File: config.mk
export PLATFORM = sky130hd
export DESIGN_NAME = tkc_better
export DESIGN_NICKNAME = d
export VERILOG_FILES = /design/src/rtl/tkc_pkg.sv /design/src/rtl/tkc_better.sv
export SDC_FILE = /design/constraint.sdc
export NUM_CORES = 1
export LEC_CHECK = 0
export ABC_AREA = 1
export BUFFER_PORTS_ARGS = -buffer_cell sky130_fd_sc_hd__buf_2
export CAP_MARGIN = 20
export CORE_MARGIN = 8
export CORE_UTILIZATION = 44
export DETAILED_ROUTE_END_ITERATION = 10
export PLACE_DENSITY = 0.91
export SETUP_SLACK_MARGIN = 0.1
export SLEW_MARGIN = 20
export SYNTH_ARGS = -nofsm -noshare
export SYNTH_HDL_FRONTEND = slang
export SYNTH_SLANG_ARGS = --single-unit
File: constraint.sdc
create_clock -name vclk -period 3.7
set_input_delay 1.11 -clock vclk [all_inputs]
set_output_delay 1.11 -clock vclk [all_outputs]
set_load 0.005 [all_outputs]
File: src/rtl/tkc_pkg.sv
// ----------------------------------------------------------------------------
// tkc_pkg
// shared widths, codes and defaults of the top-k neighbor cache
// ----------------------------------------------------------------------------
`default_nettype none

package tkc_pkg;

   // default sizes
   localparam int NUM_OWNED_DEF   = 32;
   localparam int MAX_ENTRIES_DEF = 8;
   localparam int NODE_BITS_DEF   = 16;

   // field widths
   localparam int FUNC_W   = 2;
   localparam int INDEX_W  = 16;
   localparam int METRIC_W = 32;
   localparam int KIND_W   = 2;
   localparam int COUNT_W  = 6;
   localparam int CSR_IDX_W  = 4;
   localparam int CSR_DATA_W = 32;
   localparam int CSIZE_W  = 4;

   // request functions
   localparam logic [FUNC_W-1:0] FUNC_INSERT = 2'd0;
   localparam logic [FUNC_W-1:0] FUNC_PRUNE  = 2'd1;
   localparam logic [FUNC_W-1:0] FUNC_BEST   = 2'd2;
   localparam logic [FUNC_W-1:0] FUNC_NONE   = 2'd3;

   // response kinds
   localparam logic [KIND_W-1:0] KIND_EMPTIED = 2'd0;
   localparam logic [KIND_W-1:0] KIND_DONE    = 2'd1;
   localparam logic [KIND_W-1:0] KIND_BEST    = 2'd2;

   // csr register indexes
   localparam logic [CSR_IDX_W-1:0] CSR_METRIC_MODE    = 4'd0;
   localparam logic [CSR_IDX_W-1:0] CSR_CACHE_SIZE     = 4'd1;
   localparam logic [CSR_IDX_W-1:0] CSR_START_INDEX    = 4'd2;
   localparam logic [CSR_IDX_W-1:0] CSR_INVALID_METRIC = 4'd3;

   // csr reset values
   localparam logic                      METRIC_MODE_RST    = 1'b0;
   localparam logic [CSIZE_W-1:0]        CACHE_SIZE_RST     = 4'd8;
   localparam logic [INDEX_W-1:0]        START_INDEX_RST    = 16'd0;
   localparam logic signed [METRIC_W-1:0] INVALID_METRIC_RST = -32'sd65536;

   // no-entry marker for source and dest
   localparam logic [INDEX_W-1:0] NO_INDEX = '1;

endpackage

`default_nettype wire

File: src/rtl/tkc_better.sv
// ----------------------------------------------------------------------------
// tkc_better
// shared metric compare unit, strict better in either direction
// ----------------------------------------------------------------------------
`default_nettype none

module tkc_better (
   input  wire logic                                mode,
   input  wire logic signed [tkc_pkg::METRIC_W-1:0] a,
   input  wire logic signed [tkc_pkg::METRIC_W-1:0] b,
   output logic                                     a_better
);

   // mode 1 is distance, smaller wins
   assign a_better = mode ? (a < b) : (a > b);

endmodule

`default_nettype wire

* Word-level counts from Yosys, hierarchy flattened
Cells that the tools add are included.
** Storage, ports and cells
- Input bits :: 65
- Bits in registers :: 0
** Cells by class
- Multiplexer cells :: 1
- $lt $le $gt $ge :: 2
** Operators by type and width (number)
- $gt 32x32->1 :: 1
- $lt 32x32->1 :: 1
- $mux 1 :: 1

* Logic depth before layout (Yosys ltp)
Gate-level depths: netlist of the first run.
- Depth in word-level cells :: 2
- Mapped depth :: 16
- Gate-level depth less buffers :: 16

* Worst setup path before layout of the first run
No wires, ideal clock.
- Path type :: in2out
- Start point :: input b[31] in the netlist's numbering
- End point :: output a_better
- Path slack :: 0.383 ns
- Arrival :: 2.207 ns
- Path buffers :: 0
- Cell stages on the path :: 11
- Required time :: 2.590 ns
- Path through :: inv_1 > ha_1 > nand2_1 > nor2_2 > nand2_2 > nor3b_2 > nand2_2 > nand2_2 > nand2_1 > nand3_1 > nand2_1
** Between the ends
- Word-level cells in the longest chain between the ends :: 2
** Ends and longest elaborated chain
- from (decl) :: RTL line tkc_better.sv:10 : input wire logic signed [tkc_pkg::METRIC_W-1:0] b,
- $gt 32x32->1 / $lt 32x32->1 (equally long branches) :: RTL line tkc_better.sv:15 : assign a_better = mode ? (a < b) : (a > b);
- $mux 1 * :: RTL line tkc_better.sv:15
- to (decl) :: RTL line tkc_better.sv:11 : output logic a_better
Every way passes the cells marked *; elsewhere a longest branch is shown, timed or not.

* Worst setup path after layout of the first run
- Start point :: input a[27] in the netlist's numbering
- End point :: output a_better
** Between the ends
- Word-level cells in the longest chain between the ends :: 2
** Ends and longest elaborated chain
- from (decl) :: RTL line tkc_better.sv:9 : input wire logic signed [tkc_pkg::METRIC_W-1:0] a,
- $gt 32x32->1 / $lt 32x32->1 (equally long branches) :: RTL line tkc_better.sv:15
- $mux 1 * :: RTL line tkc_better.sv:15
Marked as above.

==> results of run 1 <==
cell usage in the layout, fill, tap and decap left out:
master,n
nand3_1,4
a21oi_1,8
nand3_2,1
nand2_1,29
nand2_4,2
buf_4,6
ha_4,16
o21a_1,1
o21ai_1,1
nand2_2,6
ha_1,16
nor2_1,6
a21o_1,2
clkinv_1,1
nand4_1,2
a41oi_1,1
nor2_4,2
buf_6,6
o21ai_0,1
o21ai_2,1
a21oi_2,6
inv_2,7
buf_2,60
nor2_2,2
o21a_2,1
nor3b_2,1
inv_1,32
logic make-up after synthesis:
family	share of synthesized area
fa+ha+maj	0.431
simple gates	0.268
compound gates	0.139
buf+inv	0.162
area by class of cell:
cell class | instances | area share
Inverter | 40 | 0.0921
Tap cell | 27 | 0.0207
Timing Repair Buffer | 72 | 0.253
Multi-Input combinational cell | 109 | 0.634
per-stage QoR:
stage / cells / worst slack, ns / utilization / power, mW / instance area, sq um
2_1_floorplan: 149 / 0.383 / - / 0.0779 / 928
3_3_place_gp: 242 / 0.132 / 0.652 / 0.124 / 1290
3_5_place_dp: 242 / 0.0966 / 0.652 / 0.128 / 1290
4_1_cts: 242 / 0.124 / 0.665 / 0.133 / 1320
5_1_grt: 248 / -0.0538 / 0.823 / 0.212 / 1630
6_report: 248 / 0.0921 / 0.823 / 0.189 / 1630
critical path: stages:
cell and delay [ns]:
buf_2 0.10, ha_1 0.31, a21oi_1 0.19, o21ai_1 0.11
nand2_1 0.07, nand2_1 0.05, a21oi_2 0.17, nand2_2 0.09
nand2_1 0.07, nand3_1 0.06, nand2_1 0.06, buf_2 0.11
metal layers:
layer	vias up	global-route usage
li1	620	-
met1	501	0.130
met2	40	0.238
met3	4	0.0247
met4	0	0
met5	-	0
power by group through the flow:
stage          Combinational (mW)  Clock (mW)  Sequential [mW]
2_1_floorplan              0.0779           0                0
3_3_place_gp                0.124           0                0
3_5_place_dp                0.128           0                0
4_1_cts                     0.133           0                0
5_1_grt                     0.212           0                0
6_report                    0.189           0                0
how the worst max path moves through the flow:
stage	start	end	slack, ns	depth (start not counted)
final	a[27]	a_better	0.09	12
after global routing	b[27]	a_better	-0.05	13
after CTS	b[23]	a_better	0.12	13
after detailed placement	b[31]	a_better	0.1	13
after global placement	b[31]	a_better	0.13	13
after floorplan	b[31]	a_better	0.38	11
repair_timing:
item | 4_1_cts | 5_1_grt
hold endpoints to repair | 0 | 0
resized for setup | 2 | 44
endpoints found under the setup margin | 1 | 1
setup buffers | 0 | 6
hold buffers | 0 | 0
pin swaps | 1 | 25
==> results.cfg, run 1 <==
[floorplanning]
dieHeight_um = 61.9
dieArea_sq_um = 3840
fp.dieW_um = 61.9
std_cell_rows = 16
ioPinCount = 66
core_sq_um = 1980
start_util = 0.468

[min_path]
min_from = mode
hold_depth = 4
hold_path.class = in -> out
holdPathEnd = a_better

[power]
p_sw_frac = 0.471
p_sw_mw = 0.0890
p_clk_frac = 0
p_seq_frac = 0
p_int_mw = 0.0997
ir_drop_uv = 75.4
cellLeakagePower_nw = 0.929
pwr-share-comb = 1.000
power_density_nw_per_um2 = 116

[routing]
num_vias = 1165
routed_wl_um = 3220
drtAntennaViolNets = 0
viasPerCell = 4.70
topRoutingLayerUsed = met4
dr.pass1.iters = 4
drt-met1-wl_um = 1180
drt-initial-drc-count = 17
met3_length_um = 265
drc_errors = 0
wire_per_inst_um = 13.0
route.met2.wl_um = 1740

[yosys]
synthCells = 149
synth_largest_area_cell = ha_1
syn_area_sq_um = 928
avgSynthCellArea_sq_um = 6.23
synth_area_leaders = ha_1 (43%), inv_1 (16%), nand2_1 (14%), a21oi_1 (7.0%), nor2_1 (3.2%)
ys_warn_count = 0
ys_top_cells_by_count = inv_1 (39), nand2_1 (34), ha_1 (32)
ys_seq_area_frac = 0
yosysMostFrequentCell = inv_1
synthesis.nets = 246
synth_top_area_frac = 0.431
synth.distinct_cells = 20

[timing]
finalSetupViolations = 0
hold_viol = 0
min_period_ns = 3.61
holdWs_ns = 2.55
worst_pin_slew_ns = 0.187
fin_tns_setup_ns = 0
finalCritPeriodShare = 0.975
report.final.slew_viol_count = 0
rsz0062_at_grt = yes
fmaxAchievable_ghz = 0.277
timing.slew.headroom = 0.874

[setup_path]
worstSetupEndpointType = output pin
crit_type = in -> out
path_max_fanout = 3
start_kind = input port
crit_arrival_ns = 2.50
crit_required_ns = 2.59

[grt]
overflow = 0
groute.usage.overall = 0.119
grt_pass1_wl_um = 3790
grt_pass1_vias = 1058
grt_max_degree = 6
grt_antenna_before_repair = 0

[final_layout]
drive_above_1_share = 0.529
clkbuf_count = 0
regArea_sq_um = 0
num_antenna_cells = 0
area_delta_synth_final_pct = 75.6
fin_nets = 320
design.seq.count = 0
multiInputGateArea_sq_um = 1030
nFillCells = 135

[outcome]
status = finished, final reports clean

[flow_run]
drv_cap = 0

[place]
io_buffers = 66
hpwl_um = 2210
routabilityCongestion = 0.703
Power figures use the tool's default switching activity.
==> run 2, diff against run 1 <==
--- a/config.mk
+++ b/config.mk
@@ -5,13 +5,15 @@
 export SDC_FILE = /design/constraint.sdc
 export NUM_CORES = 1
 export LEC_CHECK = 0
-export ABC_AREA = 1
+export ABC_AREA = 0
 export BUFFER_PORTS_ARGS = -buffer_cell sky130_fd_sc_hd__buf_2
 export CAP_MARGIN = 20
+export CORE_ASPECT_RATIO = 0.9
 export CORE_MARGIN = 8
-export CORE_UTILIZATION = 44
+export CORE_UTILIZATION = 42
 export DETAILED_ROUTE_END_ITERATION = 10
 export PLACE_DENSITY = 0.91
+export REMOVE_ABC_BUFFERS = 1
 export SETUP_SLACK_MARGIN = 0.1
 export SLEW_MARGIN = 20
 export SYNTH_ARGS = -nofsm -noshare
==> run 2 against run 1 <==
  * The flow now finishes with violations (negative setup slack)
  * Largest power group unchanged
  * Design area is 11% lower
  * First-iteration DRC count is the same
  * Worst setup slack worse by 0.36 ns
  * Power is 13% lower
  * Fmax shrank 9.1%
  * Flip-flop and latch count is the same
  * Via count shrank 5.0%
  * Hold slack better by 0.14 ns
  * Synthesized cell count shrank 22%
==> results.cfg, run 2 <==
[min_path]
hold_depth = 4
hold_path.class = in -> out

[final_layout]
num_antenna_cells = 0
final_cell_mix = buf_2 (62), inv_1 (25), ha_1 (22)
drive_above_1_share = 0.541
fin_nets = 293
final_cells = 219
area_delta_synth_final_pct = 75.3
layout_commonest_cell = buf_2
regArea_sq_um = 0
design.seq.count = 0
clkbuf_count = 0

[place]
routabilityCongestion = 0.765
post-place-cells = 219
hpwl_um = 2320
io_buffers = 66

[grt]
grt_antenna_before_repair = 0
grt_pass1_wl_um = 4400
grt_max_degree = 4
overflow = 0
groute.usage.overall = 0.138
grt_pass1_vias = 1144

[routing]
drc_errors = 0
dr.pass1.iters = 4
drtAntennaViolNets = 0
drt-initial-drc-count = 17
viasPerCell = 5.05
num_vias = 1107
routed_wl_um = 3040
wire_per_inst_um = 13.9

[yosys]
yosysMostFrequentCell = inv_1
ys_seq_area_frac = 0
synth_area_leaders = ha_1 (48%), inv_1 (15%), a21oi_1 (7.2%), nand4_1 (4.5%), nand2_1 (3.6%)
synthCells = 116
ys_warn_count = 0
synth_top_area_frac = 0.483
synth_largest_area_cell = ha_1
syn_area_sq_um = 830
avgSynthCellArea_sq_um = 7.15
synth.distinct_cells = 21
ys_top_cells_by_count = inv_1 (34), ha_1 (32), a21oi_1 (12)

[outcome]
status = complete, but fails checks
failed_checks = negative setup slack

[timing]
hold_viol = 0
worst_pin_slew_ns = 0.274
report.final.slew_viol_count = 0
min_period_ns = 3.97
finalCritPeriodShare = 1.07
fin_ws_ns = -0.268
finalSetupViolations = 1
holdWs_ns = 2.69
fin_tns_setup_ns = -0.268
timing.slew.headroom = 0.816
rsz0062_at_grt = yes
fmaxAchievable_ghz = 0.252

[setup_path]
crit_required_ns = 2.59
crit_type = in -> out
worstSetupEndpointType = output pin
path_max_fanout = 2
crit_arrival_ns = 2.86
start_kind = input port

[power]
p_seq_frac = 0
pwr-share-comb = 1.000
p_int_mw = 0.0931
power_density_nw_per_um2 = 113
p_sw_mw = 0.0711
p_sw_frac = 0.433
p_clk_frac = 0
cellLeakagePower_nw = 0.854
ir_drop_uv = 84.4

[floorplanning]
core_sq_um = 1900
start_util = 0.438
dieArea_sq_um = 3660
ioPinCount = 66
fp.dieW_um = 62.8
std_cell_rows = 15
dieHeight_um = 58.2

[flow_run]
drv_cap = 0

[clocking]
holdBufCountCts = 0
post_cts.repair.setup_buffers = 0
[run 2: cell families after synthesis]
family / Yosys count / synth area share
adder cells (fa/ha/maj): 32 / 0.483
AND/OR/NAND/NOR: 22 / 0.142
AO/OA/AOI/OAI: 26 / 0.198
XOR/XNOR: 1 / 0.0106
multiplexers: 1 / 0.0136
buffers and inverters: 34 / 0.154
[run 2: worst max-delay path, stage by stage]
cell	delay [ns]
buf_2	0.12
ha_4	0.25
a21oi_2	0.13
o21ai_1	0.09
a221o_1	0.33
a211o_1	0.26
a21oi_2	0.14
mux2_4	0.31
buf_6	0.12
[run 2: what timing repair did]
action / 4_1_cts / 5_1_grt
endpoints found under the setup margin: 1 / 1
gates resized for setup: 15 / 15
pin swaps: 9 / 8
[run 2: final cells by class]
type | count | area [sq um]
inverters | 34 | 130
fillers | 152 | 442
repair buffers | 78 | 445
multi-input cells | 82 | 847
well taps | 25 | 31.3
[run 2: path summary, 6_finish.rpt]
check,start,to,slack [ns]
worst max-delay path,a[7],a_better,-0.27
worst min-delay path,mode,a_better,2.69
[run 2: per-stage QoR]
stage | util | area [sq um] | worst slack [ns] | power, mW
floorplan | - | 830 | -0.0134 | 0.0679
global placement | 0.676 | 1280 | -0.260 | 0.127
detailed placement | 0.676 | 1280 | -0.342 | 0.132
CTS | 0.729 | 1380 | -0.299 | 0.150
global route | 0.767 | 1450 | -0.333 | 0.184
finish | 0.767 | 1450 | -0.268 | 0.164
[run 2: power groups by stage]
stage          combinational, mW  sequential [mW]  clock, mW
2_1_floorplan             0.0679                0          0
3_3_place_gp               0.127                0          0
3_5_place_dp               0.132                0          0
4_1_cts                    0.150                0          0
5_1_grt                    0.184                0          0
6_report                   0.164                0          0
[run 2: routing by layer]
| metal | share of wire | up-vias | routed length [um] | track usage |
|---|---|---|---|---|
| met5 | 0 | - | 0 | 0 |
| met4 | 0.026 | 0 | 78 | 0.00974 |
| met3 | 0.064 | 6 | 196 | 0.0365 |
| met2 | 0.59 | 40 | 1800 | 0.323 |
| met1 | 0.32 | 501 | 970 | 0.113 |
| li1 | - | 560 | - | - |
==> run 3, diff against run 2 <==
--- a/config.mk
+++ b/config.mk
@@ -13,7 +13,6 @@
 export CORE_UTILIZATION = 42
 export DETAILED_ROUTE_END_ITERATION = 10
 export PLACE_DENSITY = 0.91
-export REMOVE_ABC_BUFFERS = 1
 export SETUP_SLACK_MARGIN = 0.1
 export SLEW_MARGIN = 20
 export SYNTH_ARGS = -nofsm -noshare
==> run 3 against run 2 <==
  * The flow still finishes with violations (negative setup slack)
  * Worst setup slack gained 0.035 ns
  * Via count grew 0.54%
  * Largest power group unchanged
  * Non-clock buffer count shrank 1
  * Hold slack gained 0.047 ns
  * Utilization grew 4.5 points
  * Global-route usage grew 1.2 points
  * Clock-buffer cell count is the same
  * Highest routed layer is now met3
  * Power grew 10%
  * Critical path depth is the same
  * Combinational power grew 10%
==> results.cfg, run 3 (same netlist as run 2, synthesis figures left out) <==
[outcome]
status = complete, but fails checks
failed_checks = negative setup slack

[grt]
top_usage_layer = met2
overflow = 0
grtUsageMet2 = 0.326
groute.usage.overall = 0.151
grt_antenna_before_repair = 0
grt_use_met1 = 0.152
grt_max_degree = 4
grt_pass1_wl_um = 4820
grt_pass1_vias = 1134
use_met3 = 0.0212

[min_path]
hold_path.class = in -> out
min_from = mode
hold_depth = 4
holdPathEnd = a_better

[routing]
viasPerCell = 5.11
dr.pass1.iters = 5
drtAntennaViolNets = 0
routed_wl_um = 3180
drt-initial-drc-count = 16
drc_errors = 0
num_vias = 1113
wire_per_inst_um = 14.6

[timing]
hold_viol = 0
finalSetupViolations = 1
fin_ws_ns = -0.234
finalCritPeriodShare = 1.06
worst_pin_slew_ns = 0.265
holdWs_ns = 2.73
timing.slew.headroom = 0.823
report.final.slew_viol_count = 0
fmaxAchievable_ghz = 0.254
min_period_ns = 3.93
fin_tns_setup_ns = -0.234
rsz0062_at_grt = yes

[setup_path]
crit_arrival_ns = 2.82
crit_required_ns = 2.59
path_max_fanout = 2
path_delay_family = compound AO/OA/AOI/OAI gates
slowest_delay_ns = 0.32
start_kind = input port
worstPathCellList = buf_2 > ha_1 > a21o_1 > a21o_1 > a21oi_2 > o211ai_1 > a21oi_2 > mux2_4 > buf_6
slowest_stage = ha_1
critPathBufInv = 2
crit_type = in -> out
worstSetupEndpointType = output pin

[floorplanning]
dieArea_sq_um = 3660
core_sq_um = 1900
dieHeight_um = 58.2
start_util = 0.438
ioPinCount = 66
std_cell_rows = 15
fp.dieW_um = 62.8

[final_layout]
final_cell_area_sq_um = 1540
drive_above_1_share = 0.596
layout_commonest_cell = buf_2
num_antenna_cells = 0
final_cells = 218
clkbuf_count = 0
fin_nets = 292
final_cell_mix = buf_2 (63), inv_1 (23), ha_1 (18)
design.seq.count = 0
post-route-util = 0.812
regArea_sq_um = 0
area_delta_synth_final_pct = 85.5

[place]
io_buffers = 66
routabilityCongestion = 0.771
post-place-cells = 218
post-place-ws_ns = -0.313
placed_area_sq_um = 1430
hpwl_um = 2760

[clocking]
post_cts.repair.setup_buffers = 0
holdBufCountCts = 0

[power]
power_mw = 0.181
cellLeakagePower_nw = 0.860
power_density_nw_per_um2 = 118
ir_drop_uv = 78.4

[yosys]
synthesis.nets = 213

[flow_run]
drv_cap = 0
[run 3: worst max-delay path by stage]
stage,startpoint,to,slack (ns),depth (start not counted)
2_1_floorplan,b[14],a_better,0.04,8
3_3_place_gp,b[5],a_better,-0.25,10
3_5_place_dp,b[14],a_better,-0.31,10
4_1_cts,b[14],a_better,-0.22,10
5_1_grt,a[29],a_better,-0.28,9
6_report,a[29],a_better,-0.23,9
[run 3: layout make-up]
cell class | count | area [sq um]
inverters | 34 | 140
repair buffers | 77 | 432
multi-input cells | 82 | 936
well taps | 25 | 31.3
fillers | 135 | 357
[run 3: repair_timing]
item / in CTS / in global routing
gates resized for setup: 7 / 11
pin swaps: 10 / 3
endpoints found under the hold margin: 0 / 0
setup endpoints to repair: 1 / 1
[run 3: per-layer routing]
metal  vias to the layer above  part of all wire
met5                         -                 0
met4                         0                 0
met3                         0             0.048
met2                        49              0.57
met1                       505              0.38
li1                        559                 -
[run 3: power breakdown]
group          total (mW)  internal [mW]  switching (mW)
clock network           0              0               0
registers               0              0               0
logic               0.181         0.0986          0.0827
